File: src/hw/rtl/msvf_pkg.sv
// Package for the slot volume fade engine: ops, widths, attenuation table.
// Used by the front, back and top level files.
`timescale 1ns / 1ps
`default_nettype none
package msvf_pkg;

  localparam int SLOTS_DEF     = 4;
  localparam int FRAC_BITS_DEF = 16;
  localparam int CNT_W         = 18;
  localparam int FRM_W         = 16;

  typedef enum logic [2:0] {
    OP_SET      = 3'd0,
    OP_SET_CEIL = 3'd1,
    OP_FADE_REQ = 3'd2,
    OP_FADE_BTW = 3'd3,
    OP_TICK     = 3'd4
  } op_t;

  typedef enum logic [1:0] {
    FM_NONE = 2'd0,
    FM_CEIL = 2'd1,
    FM_MUTE = 2'd2,
    FM_KEEP = 2'd3
  } fade_mode_t;

  typedef enum logic [2:0] {
    BK_IDLE,
    BK_DECODE,
    BK_DIV,
    BK_TICK,
    BK_EMIT
  } bk_state_t;

  // Queued request between front and back.
  typedef struct packed {
    logic [2:0]  op;
    logic [1:0]  slot;
    logic [7:0]  level;
    logic [7:0]  ceiling_level;
    logic [1:0]  fade_mode;
    logic [15:0] frames;
    logic [7:0]  first_level;
    logic [7:0]  start_level;
    logic [7:0]  end_level;
  } req_t;

  // One result item.
  typedef struct packed {
    logic [1:0]  out_slot;
    logic [10:0] attenuation;
    logic        level_written;
    logic        stop_stream;
    logic        fade_busy;
    logic        last;
  } res_t;

  function automatic logic signed [10:0] att_lookup(input logic [6:0] idx);
    logic signed [10:0] a;
    begin
      if (idx < 7'd32)       a = -11'sd2 * $signed({4'd0, idx});
      else if (idx < 7'd64)  a = -11'sd64 - 11'sd6 * $signed({4'd0, idx - 7'd32});
      else if (idx < 7'd96)  a = -11'sd256 - 11'sd8 * $signed({4'd0, idx - 7'd64});
      else if (idx == 7'd127) a = -11'sd999;
      else                   a = -11'sd512 - 11'sd16 * $signed({4'd0, idx - 7'd96});
      return a;
    end
  endfunction

endpackage
`default_nettype wire

File: src/hw/rtl/msvf_req_if.sv
// Input and result channel interfaces: valid, ready and the payloads.
// Depends on nothing.
`timescale 1ns / 1ps
`default_nettype none
interface msvf_req_if;
  logic        valid;
  logic        ready;
  logic [2:0]  op;
  logic [1:0]  slot;
  logic [7:0]  level;
  logic [7:0]  ceiling_level;
  logic [1:0]  fade_mode;
  logic [15:0] duration_centisec;
  logic [7:0]  first_level;
  logic [7:0]  start_level;
  logic [7:0]  end_level;
  logic [15:0] frame_count;
  modport source (output valid, op, slot, level, ceiling_level, fade_mode,
                  duration_centisec, first_level, start_level, end_level,
                  frame_count, input ready);
  modport sink (input valid, op, slot, level, ceiling_level, fade_mode,
                duration_centisec, first_level, start_level, end_level,
                frame_count, output ready);
endinterface

interface msvf_res_if;
  logic        valid;
  logic        ready;
  logic [1:0]  out_slot;
  logic [10:0] attenuation;
  logic        level_written;
  logic        stop_stream;
  logic        fade_busy;
  logic        last;
  modport source (output valid, out_slot, attenuation, level_written, stop_stream,
                  fade_busy, last, input ready);
  modport sink (input valid, out_slot, attenuation, level_written, stop_stream,
                fade_busy, last, output ready);
endinterface
`default_nettype wire

File: src/hw/rtl/multi_slot_volume_fade_engine.sv
// Slot volume fade engine. Ops 0/1 update a slot and emit one result;
// ops 2/3 run the serial divider (one bit a cycle; op 3 with zero frames skips it);
// a tick walks every slot, then emits one result per fading slot.
// The back end takes a new request from the queue only once it is idle again.
// Reset (rst_n low at a clock edge) zeroes all slot state, stops fades,
// sets hr_r to all ones and empties the queue.
`timescale 1ns / 1ps
`default_nettype none
module multi_slot_volume_fade_engine #(
  parameter int SLOTS     = msvf_pkg::SLOTS_DEF,
  parameter int FRAC_BITS = msvf_pkg::FRAC_BITS_DEF
) (
  input  wire logic       clk,
  input  wire logic       rst_n,
  input  wire logic       cfg_we,
  input  wire logic [3:0] cfg_wdata,
  msvf_req_if.sink        in_ch,
  msvf_res_if.source      out_ch
);

  logic           q_valid, q_ready;
  msvf_pkg::req_t q_data;
  msvf_pkg::res_t res;

  msvf_front #(.SLOTS(SLOTS)) u_front (
    .clk, .rst_n,
    .in_valid(in_ch.valid), .in_ready(in_ch.ready), .in_op(in_ch.op),
    .in_slot(in_ch.slot), .in_level(in_ch.level),
    .in_ceiling_level(in_ch.ceiling_level), .in_fade_mode(in_ch.fade_mode),
    .in_duration_centisec(in_ch.duration_centisec),
    .in_first_level(in_ch.first_level), .in_start_level(in_ch.start_level),
    .in_end_level(in_ch.end_level), .in_frame_count(in_ch.frame_count),
    .q_valid, .q_ready, .q_data
  );

  msvf_back #(.SLOTS(SLOTS), .FRAC_BITS(FRAC_BITS)) u_back (
    .clk, .rst_n, .cfg_we, .cfg_wdata,
    .q_valid, .q_ready, .q_data,
    .out_valid(out_ch.valid), .out_ready(out_ch.ready), .out_data(res)
  );

  // Drive the result transfer payload.
  assign out_ch.out_slot      = res.out_slot;
  assign out_ch.attenuation   = res.attenuation;
  assign out_ch.level_written = res.level_written;
  assign out_ch.stop_stream   = res.stop_stream;
  assign out_ch.fade_busy     = res.fade_busy;
  assign out_ch.last          = res.last;

endmodule
`default_nettype wire

File: src/hw/rtl/msvf_front.sv
// Front end: accepts requests, drops invalid ones, converts centiseconds
// to frames and queues the request. Depends on msvf_pkg.
`timescale 1ns / 1ps
`default_nettype none
module msvf_front #(
  parameter int SLOTS = msvf_pkg::SLOTS_DEF
) (
  input  wire logic             clk,
  input  wire logic             rst_n,
  input  wire logic             in_valid,
  output logic                  in_ready,
  input  wire logic [2:0]       in_op,
  input  wire logic [1:0]       in_slot,
  input  wire logic [7:0]       in_level,
  input  wire logic [7:0]       in_ceiling_level,
  input  wire logic [1:0]       in_fade_mode,
  input  wire logic [15:0]      in_duration_centisec,
  input  wire logic [7:0]       in_first_level,
  input  wire logic [7:0]       in_start_level,
  input  wire logic [7:0]       in_end_level,
  input  wire logic [15:0]      in_frame_count,
  output logic                  q_valid,
  input  wire logic             q_ready,
  output msvf_pkg::req_t        q_data
);

  // Stage 1 registers: raw request plus centisecond split.
  logic           s1_valid_r, s1_valid_nxt;
  msvf_pkg::req_t s1_req_r;
  logic [9:0]     s1_hund_r;   // t / 100
  logic [6:0]     s1_rem_r;    // t % 100
  logic [1:0]     q_cnt_r;
  msvf_pkg::req_t q_mem_r [2];
  logic           q_wr_r, q_rd_r;

  logic           keep;
  logic [9:0]     quo_est;
  logic [16:0]    rem_est;
  logic [9:0]     rem6;
  logic [16:0]    tenth_prod;
  logic [16:0]    frames_sum;
  logic [15:0]    frames;
  msvf_pkg::req_t q_in;
  logic           push, pop;

  assign keep = (in_op == msvf_pkg::OP_TICK) ||
                ((32'(in_slot) < SLOTS) && (in_op < msvf_pkg::OP_TICK));

  // Divide by 100 with reciprocal 5243 >> 19; the estimate is high by at most one.
  assign quo_est = 10'((32'(in_duration_centisec) * 32'd5243) >> 19);
  assign rem_est = 17'(in_duration_centisec) - 17'(quo_est) * 17'd100;

  assign in_ready = !s1_valid_r || push;
  assign push     = s1_valid_r && (q_cnt_r != 2'd2);
  assign pop      = q_valid && q_ready;

  always_comb begin
    s1_valid_nxt = s1_valid_r;
    if (push) s1_valid_nxt = 1'b0;
    if (in_valid && in_ready && keep) s1_valid_nxt = 1'b1;
  end

  // Frames from the split duration; remainder * 6 / 10 via reciprocal 205 >> 11.
  assign rem6       = 10'(s1_rem_r) * 10'd6;
  assign tenth_prod = 17'(rem6) * 17'd205;
  assign frames_sum = (17'(s1_hund_r) * 17'd30 + 17'(tenth_prod[16:11])) >> 1;
  always_comb begin
    frames = frames_sum[15:0];
    if (s1_req_r.op == msvf_pkg::OP_FADE_REQ && frames == 16'd0) frames = 16'd1;
  end

  // Queue entry: timed fades carry the converted frame count.
  always_comb begin
    q_in = s1_req_r;
    if (s1_req_r.op == msvf_pkg::OP_FADE_REQ) q_in.frames = frames;
  end

  always_ff @(posedge clk) begin
    if (!rst_n) begin
      s1_valid_r <= 1'b0;
    end else begin
      s1_valid_r <= s1_valid_nxt;
    end
    if (in_valid && in_ready) begin
      s1_req_r.op            <= in_op;
      s1_req_r.slot          <= in_slot;
      s1_req_r.level         <= in_level;
      s1_req_r.ceiling_level <= in_ceiling_level;
      s1_req_r.fade_mode     <= in_fade_mode;
      s1_req_r.frames        <= in_frame_count;
      s1_req_r.first_level   <= in_first_level;
      s1_req_r.start_level   <= in_start_level;
      s1_req_r.end_level     <= in_end_level;
      if (rem_est[16]) begin
        s1_hund_r <= quo_est - 10'd1;
        s1_rem_r  <= 7'(rem_est + 17'd100);
      end else begin
        s1_hund_r <= quo_est;
        s1_rem_r  <= 7'(rem_est);
      end
    end
  end

  // Two-entry queue to the back end.
  always_ff @(posedge clk) begin
    if (!rst_n) begin
      q_cnt_r <= 2'd0;
      q_wr_r  <= 1'b0;
      q_rd_r  <= 1'b0;
    end else begin
      if (push) q_wr_r <= !q_wr_r;
      if (pop)  q_rd_r <= !q_rd_r;
      q_cnt_r <= 2'(q_cnt_r + {1'b0, push} - {1'b0, pop});
    end
    if (push) begin
      q_mem_r[q_wr_r] <= q_in;
    end
  end

  assign q_valid = (q_cnt_r != 2'd0);
  assign q_data  = q_mem_r[q_rd_r];

  a_q_bound: assert property (@(posedge clk) disable iff (!rst_n) q_cnt_r <= 2'd2)
    else $error("queue count overflow");
  a_no_push_full: assert property (@(posedge clk) disable iff (!rst_n)
    (q_cnt_r == 2'd2) |-> !push) else $error("push into full queue");
  a_pop_nonempty: assert property (@(posedge clk) disable iff (!rst_n)
    pop |-> (q_cnt_r != 2'd0)) else $error("pop from empty queue");

endmodule
`default_nettype wire

File: src/hw/rtl/msvf_back.sv
// Back end: slot state, serial divider for fade steps, tick walk and
// result register. Depends on msvf_pkg.
`timescale 1ns / 1ps
`default_nettype none
module msvf_back #(
  parameter int SLOTS     = msvf_pkg::SLOTS_DEF,
  parameter int FRAC_BITS = msvf_pkg::FRAC_BITS_DEF
) (
  input  wire logic            clk,
  input  wire logic            rst_n,
  input  wire logic            cfg_we,
  input  wire logic [3:0]      cfg_wdata,
  input  wire logic            q_valid,
  output logic                 q_ready,
  input  wire msvf_pkg::req_t  q_data,
  output logic                 out_valid,
  input  wire logic            out_ready,
  output msvf_pkg::res_t       out_data
);

  localparam int LW  = FRAC_BITS + 9;         // level width
  localparam int SW  = (SLOTS > 1) ? $clog2(SLOTS) : 1;
  localparam int DW  = LW + 1;                // dividend magnitude width
  localparam int DCW = $clog2(DW + 1);
  localparam logic signed [LW-1:0] LMIN = LW'(-(128 <<< FRAC_BITS));
  localparam logic signed [LW-1:0] LMAX = LW'((128 <<< FRAC_BITS) - 1);

  logic signed [LW-1:0]        lvl_r [SLOTS];
  logic signed [LW-1:0]        tgt_r [SLOTS];
  logic signed [LW-1:0]        stp_r [SLOTS];
  logic signed [LW-1:0]        ceil_r [SLOTS];
  logic signed [msvf_pkg::CNT_W-1:0] cnt_r [SLOTS];
  logic [1:0]                  mode_r [SLOTS];
  logic [3:0]                  hr_r;

  msvf_pkg::bk_state_t st_r, st_nxt;
  msvf_pkg::req_t      req_r;
  logic [SW-1:0]       ws_r;          // walk slot
  logic                busy_r;
  logic [SLOTS-1:0]    rep_r, stop_r; // slots reported by this request, stop flags
  logic [SW:0]         es_r;          // emit slot index
  msvf_pkg::res_t      res_r;
  logic                res_v_r;

  // Divider state.
  logic [DW-1:0]       dq_r;
  logic [msvf_pkg::FRM_W:0] drem_r;
  logic [DCW-1:0]      dcnt_r;
  logic                dneg_r;
  logic [SW-1:0]       dslot_r;

  logic [SW-1:0]       rs;
  logic signed [LW-1:0] nl_sub;
  logic signed [LW+1:0] diff_w;
  logic                emit_one, emit_pending;
  logic [SW-1:0]       es_idx;
  logic [msvf_pkg::FRM_W:0] dtrial;

  assign rs = SW'(req_r.slot);

  function automatic logic signed [LW-1:0] from_int(input logic [7:0] v);
    return LW'($signed({{(LW-8){v[7]}}, v}) <<< FRAC_BITS);
  endfunction

  function automatic logic signed [8:0] trunc_i(input logic signed [LW-1:0] v);
    logic [LW-1:0] m;
    begin
      m = v[LW-1] ? LW'(-v) : v;
      m = m >> FRAC_BITS;
      return v[LW-1] ? -$signed(9'(m)) : $signed(9'(m));
    end
  endfunction

  function automatic logic [10:0] att_of(input logic signed [LW-1:0] v,
                                        input logic is0);
    logic signed [LW:0]  n;
    logic [LW:0]         ix;
    logic [6:0]          id;
    logic signed [11:0]  a;
    begin
      n  = -$signed({v[LW-1], v});
      ix = (n <= 0) ? '0 : (LW+1)'(n >>> FRAC_BITS);
      id = (ix > (LW+1)'(127)) ? 7'd127 : ix[6:0];
      a  = 12'(msvf_pkg::att_lookup(id));
      if (is0) begin
        a = a - 12'sd25;
        if (a < -12'sd960) a = -12'sd960;
      end
      return a[10:0];
    end
  endfunction

  // Next state.
  always_comb begin
    st_nxt = st_r;
    unique case (st_r)
      msvf_pkg::BK_IDLE:   if (q_valid) st_nxt = msvf_pkg::BK_DECODE;
      msvf_pkg::BK_DECODE: begin
        priority if (req_r.op == msvf_pkg::OP_TICK) st_nxt = msvf_pkg::BK_TICK;
        else if (req_r.op == msvf_pkg::OP_FADE_REQ ||
                 (req_r.op == msvf_pkg::OP_FADE_BTW && req_r.frames != 16'd0))
          st_nxt = msvf_pkg::BK_DIV;
        else if (req_r.op == msvf_pkg::OP_FADE_BTW) st_nxt = msvf_pkg::BK_IDLE;
        else st_nxt = msvf_pkg::BK_EMIT;
      end
      msvf_pkg::BK_DIV:    if (dcnt_r == '0) st_nxt = msvf_pkg::BK_IDLE;
      msvf_pkg::BK_TICK:   if (32'(ws_r) == SLOTS - 1) st_nxt = msvf_pkg::BK_EMIT;
      msvf_pkg::BK_EMIT:   if (!emit_pending && !res_v_r) st_nxt = msvf_pkg::BK_IDLE;
      default:             st_nxt = msvf_pkg::BK_IDLE;
    endcase
  end

  // Outputs of the state machine.
  always_comb begin
    q_ready = (st_r == msvf_pkg::BK_IDLE);
  end

  // Find next reported slot at or after es_r.
  always_comb begin
    emit_pending = 1'b0;
    es_idx = '0;
    for (int i = SLOTS - 1; i >= 0; i--) begin
      if (rep_r[i] && (SW+1)'(i) >= es_r) begin
        emit_pending = 1'b1;
        es_idx = SW'(i);
      end
    end
  end

  assign emit_one = (st_r == msvf_pkg::BK_EMIT) && emit_pending && (!res_v_r || out_ready);
  assign nl_sub   = lvl_r[ws_r];
  assign diff_w   = (LW+2)'(nl_sub) - (LW+2)'(stp_r[ws_r]);
  assign dtrial   = {drem_r[msvf_pkg::FRM_W-1:0], dq_r[DW-1]};

  always_ff @(posedge clk) begin
    if (!rst_n) begin
      st_r    <= msvf_pkg::BK_IDLE;
      hr_r    <= 4'hF;
      res_v_r <= 1'b0;
      for (int i = 0; i < SLOTS; i++) begin
        lvl_r[i] <= '0; tgt_r[i] <= '0; stp_r[i] <= '0; ceil_r[i] <= '0;
        cnt_r[i] <= '0; mode_r[i] <= msvf_pkg::FM_NONE;
      end
    end else begin
      st_r <= st_nxt;
      if (cfg_we) hr_r <= cfg_wdata;
      // Hold the result until its transfer; load a new one when emitting.
      res_v_r <= emit_one || (res_v_r && !out_ready);
      unique case (st_r)
        msvf_pkg::BK_IDLE: begin
          req_r  <= q_data;
          ws_r   <= '0;
          busy_r <= 1'b0;
          rep_r  <= '0;
          stop_r <= '0;
          es_r   <= '0;
        end
        msvf_pkg::BK_DECODE: begin
          unique case (req_r.op)
            msvf_pkg::OP_SET, msvf_pkg::OP_SET_CEIL: begin
              if (req_r.op == msvf_pkg::OP_SET_CEIL)
                ceil_r[rs] <= ($signed(req_r.ceiling_level) < -8'sd20) ?
                              from_int(8'(req_r.ceiling_level + 8'd20)) : '0;
              lvl_r[rs] <= from_int(req_r.level);
              rep_r[rs] <= 1'b1;
            end
            msvf_pkg::OP_FADE_REQ: begin
              logic signed [LW-1:0] nl, nt;
              logic signed [LW:0]   d;
              nl = ($signed(req_r.first_level) != 8'sd1) ? from_int(req_r.first_level)
                                                         : lvl_r[rs];
              priority if (req_r.fade_mode == msvf_pkg::FM_CEIL) nt = ceil_r[rs];
              else if (req_r.fade_mode == msvf_pkg::FM_MUTE) nt = from_int(8'h81);
              else nt = tgt_r[rs];
              lvl_r[rs]  <= nl;
              tgt_r[rs]  <= nt;
              cnt_r[rs]  <= msvf_pkg::CNT_W'(req_r.frames);
              mode_r[rs] <= req_r.fade_mode;
              d = (LW+1)'(nl) - (LW+1)'(nt);
              dneg_r  <= d[LW];
              dq_r    <= d[LW] ? DW'(-d) : DW'(d);
              drem_r  <= '0;
              dcnt_r  <= DCW'(DW);
              dslot_r <= rs;
            end
            msvf_pkg::OP_FADE_BTW: begin
              logic signed [LW-1:0] nl, nt;
              logic signed [LW:0]   d;
              nl = ($signed(req_r.start_level) == -8'sd1) ?
                   from_int(8'(trunc_i(lvl_r[rs]))) : from_int(req_r.start_level);
              nt = from_int(req_r.end_level);
              lvl_r[rs]  <= nl;
              tgt_r[rs]  <= nt;
              cnt_r[rs]  <= msvf_pkg::CNT_W'(req_r.frames);
              mode_r[rs] <= msvf_pkg::FM_CEIL;
              d = (LW+1)'(nl) - (LW+1)'(nt);
              dneg_r  <= d[LW];
              dq_r    <= d[LW] ? DW'(-d) : DW'(d);
              drem_r  <= '0;
              dcnt_r  <= DCW'(DW);
              dslot_r <= rs;
            end
            default: ;
          endcase
        end
        msvf_pkg::BK_DIV: begin
          // One quotient bit per cycle, restoring.
          if (dcnt_r != '0) begin
            dcnt_r <= dcnt_r - 1'b1;
            if (dtrial >= {1'b0, req_r.frames}) begin
              drem_r <= dtrial - {1'b0, req_r.frames};
              dq_r   <= {dq_r[DW-2:0], 1'b1};
            end else begin
              drem_r <= dtrial;
              dq_r   <= {dq_r[DW-2:0], 1'b0};
            end
          end else begin
            stp_r[dslot_r] <= dneg_r ? LW'(-dq_r) : LW'(dq_r);
          end
        end
        msvf_pkg::BK_TICK: begin
          if (mode_r[ws_r] != msvf_pkg::FM_NONE) begin
            rep_r[ws_r] <= 1'b1;
            cnt_r[ws_r] <= cnt_r[ws_r] - 1'b1;
            if (cnt_r[ws_r] == '0) begin
              lvl_r[ws_r]  <= tgt_r[ws_r];
              mode_r[ws_r] <= msvf_pkg::FM_NONE;
              stop_r[ws_r] <= (trunc_i(tgt_r[ws_r]) == -9'sd127);
            end else begin
              busy_r <= 1'b1;
              if (diff_w < (LW+2)'(LMIN))      lvl_r[ws_r] <= LMIN;
              else if (diff_w > (LW+2)'(LMAX)) lvl_r[ws_r] <= LMAX;
              else                             lvl_r[ws_r] <= LW'(diff_w);
            end
          end
          ws_r <= SW'(ws_r + 1'b1);
        end
        msvf_pkg::BK_EMIT: begin
          if (emit_one) begin
            es_r    <= (SW+1)'(es_idx) + 1'b1;
            res_r.out_slot      <= 2'(es_idx);
            res_r.attenuation   <= att_of(lvl_r[es_idx], es_idx == '0);
            res_r.level_written <= (32'(es_idx) < 4) && hr_r[2'(es_idx)];
            res_r.stop_stream   <= stop_r[es_idx];
            res_r.fade_busy     <= busy_r;
            res_r.last          <= (rep_r & ~((SLOTS'(2) << es_idx) - 1'b1)) == '0;
          end
        end
        default: ;
      endcase
    end
  end

  assign out_valid = res_v_r;
  assign out_data  = res_r;

  a_ready_idle: assert property (@(posedge clk) disable iff (!rst_n)
    q_ready |-> !res_v_r || st_r == msvf_pkg::BK_IDLE) else $error("ready outside idle");
  a_emit_no_overwrite: assert property (@(posedge clk) disable iff (!rst_n)
    (res_v_r && !out_ready) |=> $stable(res_r)) else $error("result overwritten");
  a_div_exit: assert property (@(posedge clk) disable iff (!rst_n)
    (st_r == msvf_pkg::BK_DIV && dcnt_r == '0) |=> st_r == msvf_pkg::BK_IDLE)
    else $error("divider did not finish");

endmodule
`default_nettype wire
File: src/flat_wrapper.sv
// flat-port wrapper written by rule: the top's interface ports become plain ports
module multi_slot_volume_fade_engine_flat 
#(
  parameter int SLOTS     = msvf_pkg::SLOTS_DEF,
  parameter int FRAC_BITS = msvf_pkg::FRAC_BITS_DEF
)
  (clk, rst_n, cfg_we, cfg_wdata, in_ch_valid, in_ch_op, in_ch_slot, in_ch_level, in_ch_ceiling_level, in_ch_fade_mode, in_ch_duration_centisec, in_ch_first_level, in_ch_start_level, in_ch_end_level, in_ch_frame_count, in_ch_ready, out_ch_valid, out_ch_out_slot, out_ch_attenuation, out_ch_level_written, out_ch_stop_stream, out_ch_fade_busy, out_ch_last, out_ch_ready);
  msvf_req_if in_ch_i ();
  msvf_res_if out_ch_i ();
  input  wire logic clk;
  input  wire logic rst_n;
  input  wire logic cfg_we;
  input  wire logic [3:0] cfg_wdata;
  input wire logic [$bits(in_ch_i.valid)-1:0] in_ch_valid;
  input wire logic [$bits(in_ch_i.op)-1:0] in_ch_op;
  input wire logic [$bits(in_ch_i.slot)-1:0] in_ch_slot;
  input wire logic [$bits(in_ch_i.level)-1:0] in_ch_level;
  input wire logic [$bits(in_ch_i.ceiling_level)-1:0] in_ch_ceiling_level;
  input wire logic [$bits(in_ch_i.fade_mode)-1:0] in_ch_fade_mode;
  input wire logic [$bits(in_ch_i.duration_centisec)-1:0] in_ch_duration_centisec;
  input wire logic [$bits(in_ch_i.first_level)-1:0] in_ch_first_level;
  input wire logic [$bits(in_ch_i.start_level)-1:0] in_ch_start_level;
  input wire logic [$bits(in_ch_i.end_level)-1:0] in_ch_end_level;
  input wire logic [$bits(in_ch_i.frame_count)-1:0] in_ch_frame_count;
  output wire logic [$bits(in_ch_i.ready)-1:0] in_ch_ready;
  output wire logic [$bits(out_ch_i.valid)-1:0] out_ch_valid;
  output wire logic [$bits(out_ch_i.out_slot)-1:0] out_ch_out_slot;
  output wire logic [$bits(out_ch_i.attenuation)-1:0] out_ch_attenuation;
  output wire logic [$bits(out_ch_i.level_written)-1:0] out_ch_level_written;
  output wire logic [$bits(out_ch_i.stop_stream)-1:0] out_ch_stop_stream;
  output wire logic [$bits(out_ch_i.fade_busy)-1:0] out_ch_fade_busy;
  output wire logic [$bits(out_ch_i.last)-1:0] out_ch_last;
  input wire logic [$bits(out_ch_i.ready)-1:0] out_ch_ready;
  assign in_ch_i.valid = in_ch_valid;
  assign in_ch_i.op = in_ch_op;
  assign in_ch_i.slot = in_ch_slot;
  assign in_ch_i.level = in_ch_level;
  assign in_ch_i.ceiling_level = in_ch_ceiling_level;
  assign in_ch_i.fade_mode = in_ch_fade_mode;
  assign in_ch_i.duration_centisec = in_ch_duration_centisec;
  assign in_ch_i.first_level = in_ch_first_level;
  assign in_ch_i.start_level = in_ch_start_level;
  assign in_ch_i.end_level = in_ch_end_level;
  assign in_ch_i.frame_count = in_ch_frame_count;
  assign in_ch_ready = in_ch_i.ready;
  assign out_ch_valid = out_ch_i.valid;
  assign out_ch_out_slot = out_ch_i.out_slot;
  assign out_ch_attenuation = out_ch_i.attenuation;
  assign out_ch_level_written = out_ch_i.level_written;
  assign out_ch_stop_stream = out_ch_i.stop_stream;
  assign out_ch_fade_busy = out_ch_i.fade_busy;
  assign out_ch_last = out_ch_i.last;
  assign out_ch_i.ready = out_ch_ready;
  multi_slot_volume_fade_engine #(.SLOTS(SLOTS), .FRAC_BITS(FRAC_BITS)) u_core (.clk(clk), .rst_n(rst_n), .cfg_we(cfg_we), .cfg_wdata(cfg_wdata), .in_ch(in_ch_i), .out_ch(out_ch_i));
endmodule
File: config.mk
export PLATFORM = sky130hd
export DESIGN_NAME = multi_slot_volume_fade_engine_flat
export DESIGN_NICKNAME = d
export VERILOG_FILES = /design/src/hw/rtl/msvf_pkg.sv /design/src/hw/rtl/msvf_req_if.sv /design/src/hw/rtl/multi_slot_volume_fade_engine.sv /design/src/hw/rtl/msvf_front.sv /design/src/hw/rtl/msvf_back.sv /design/src/flat_wrapper.sv
export SDC_FILE = /design/constraint.sdc
export NUM_CORES = 2
export LEC_CHECK = 0
export ABC_AREA = 1
export BUFFER_PORTS_ARGS = -buffer_cell sky130_fd_sc_hd__buf_2
export CAP_MARGIN = 15
export CORE_UTILIZATION = 24
export DETAILED_ROUTE_END_ITERATION = 7
export HOLD_SLACK_MARGIN = 0.05
export PLACE_DENSITY = 0.36
export SYNTH_ARGS = -nofsm -noshare
export SYNTH_HDL_FRONTEND = slang
export SYNTH_HIERARCHICAL = 1
export SYNTH_SLANG_ARGS = --single-unit
File: constraint.sdc
create_clock -name clk -period 18.28 [get_ports clk]
set_input_delay 2.742 -clock clk [delete_from_list [all_inputs] [get_ports clk]]
set_output_delay 2.742 -clock clk [all_outputs]
set_load 0.02 [all_outputs]
==> metrics.cfg <==
[clocking]
cts.repair.resized=0
clockBufferDepth=3
cts_buffers=97
clk_pin_slew_ns=0.06
clock_sinks=780
htree_levels=3
cts_root_buffer=clkbuf_16
postCtsSetupBuffers=0
cts_hold_buf=0
clock_latency_ns=0.75
tritoncts=yes

[worst_hold_path]
min_path_type=reg2reg
min_path_cells=0

[sta]
worstMarginPinSlew_ns=1.23
slew_headroom_pct=17.9
clock_skew_ns=0.0396
setup_viol=0
period_minus_slack_ns=11.15
rsz0062_at_grt=no
fmax_mhz=89.7
period_share_pct=61.0
drv_slew=0
final.setup.tns_ns=0
finalHoldViolations=0

[global_routing]
grt_max_degree=117
overflow=0
grt_util_all_layers_pct=16.0
antenna_found_initial=8
grt_pass1_vias=39934
grt_pass1_wl_um=260000

[setup_path]
crit_slowest_cell=fa_1
worstPathMaxFanout=15
critical_path_class=in2reg
cpPeakStageDelay_ns=0.58
r2r_cells=35
cp-end-kind=flip-flop
crit_top_cell=ha_1
cp_num_cells=38
crit_family=adder cells
crit_arrival_ns=11.61
startpoint_type=input port
crit_required_ns=18.74
cp_num_buf_inv=6

[cells_and_area]
nNetsFinal=6363
drive_gt1_share_pct=9.12
design_area_um2=58300
final_cell_mix=nand2_1, edfxtp_1, inv_1
area_growth_pct=13.6
layout_commonest_cell=nand2_1
fin_util_pct=27.5

[synthesis]
syn_nets=6301
avgSynthCellArea_um2=8.92
synth.distinct_cells=73
synth-warning-count=6
syn_area_um2=51300
synth_ff_type=edfxtp_1
syn_inst=5756
yosysSeqAreaShare_pct=45.3
synth-seq-cells=780
synthArstFlopShare_pct=0
synth_edf_count=762

[placed_design]
io_buffers=106
gp_congestion=0.837
dpl_cell_area_um2=55100
dpl.hpwl_um=125000

[detailed_routing]
drt_first_pass_iters=8
drt-wirelength-per-cell_um=20.0
drtIter0Drc=2826
drcViolationCount=4
viasPerCell=4.54
vias=39646
drtAntennaViolNets=0
totalWireLength_um=174000

[floorplan]
coreArea_um2=212000
io_pins=107
rows=169
die_w_um=465
start_util_pct=24.2
die_height_um=465
die-area_um2=216000

[outcome]
violations=design-rule violations
outcome=finished, violations left

[flow_run]
drv_cap=0

synthesized netlist by cell type, drive strengths merged (19+ instances only):
library cell  instances  area share, %
xor2                115            2.0
o21ai               408            4.0
o21bai               21           0.33
edfxtp              762             45
or2                  34           0.41
nand2              1078            8.0
mux2                 64            1.4
ha                  338            8.2
o22ai                36           0.44
nand3b               19           0.29
nor2                755            5.7
xnor2                50           0.85
inv                 751            5.5
clkbuf              133           0.97
nand3               315            3.3
a32o                 41           0.80
nand4                45           0.55
buf                  77           0.90
fa                  119            4.6
nor3                 56           0.56
a21oi               372            3.6
state kept, by name, indices dropped and copies added, names as in the netlist, 26 cells and up, named ones only:
signal	flops
u_core/u_back/cnt_r	72
u_core/u_back/tgt_r	100
u_core/u_front/q_in	47
u_core/u_front/q_mem_r	126
u_core/u_back/req_r	61
u_core/u_back/stp_r	100
u_core/u_back/lvl_r	100
u_core/u_back/ceil_r	32
u_core/u_back/dq_r	26
cell families (layout without fill, tap and decap cells):
logic type               Yosys count  in the layout  synth area share, %
buffers and inverters            966           1109                 7.40
XOR/XNOR                         165            165                 2.83
AND/OR/NAND/NOR                 2339           2339                 19.2
adder cells (fa/ha/maj)          457            457                 12.9
AO/OA/AOI/OAI                    985            985                 11.0
multiplexers                      64             64                 1.40
flip-flops                       780            780                 45.3
other                              0              4                    0
per-layer routing:
metal / track usage [%] / vias to the layer above / part of all wire [%]
met2: 25.9 / 785 / 45
met3: 1.98 / 186 / 3.7
met1: 22.3 / 19141 / 49
met4: 4.16 / 0 / 2.5
li1: - / 19534 / -
met5: 0 / - / 0
final cells by class:
cell class | count | area (um2)
diodes | 4 | 10.0
clock buffers | 125 | 2580
clock inverters | 55 | 664
fillers | 22787 | 154000
inverters | 756 | 2850
multi-input cells | 4010 | 24400
flip-flops and latches | 780 | 23300
well taps | 2821 | 3530
repair buffers | 173 | 1040
through the flow:
stage                     worst slack [ns]  std cells  hold slack, ns
final                                 7.13       8724           0.434
after detailed placement              6.43       8539           0.430
after CTS                             7.20       8719           0.428
after global routing                  6.57       8723           0.450
after floorplan                       7.96       5756           0.400
after global placement                6.49       8539           0.422
final timing paths:
check,endpoint,slack (ns),from
worst min-delay path,u_core/u_front/q_mem_r[1][50],0.43,u_core/u_front/q_in[50]
worst max register to register,u_core/u_front/q_mem_r[1][24],10.58,u_core/u_front/s1_rem_r[2]
worst max-delay path,u_core/u_front/s1_hund_r[7],7.13,in_ch_duration_centisec[15]
worst min register to register,u_core/u_front/q_mem_r[1][50],0.43,u_core/u_front/q_in[50]
Power is not shown: default switching activity piles up to over one toggle a cycle in this logic, so the estimate is an artifact.
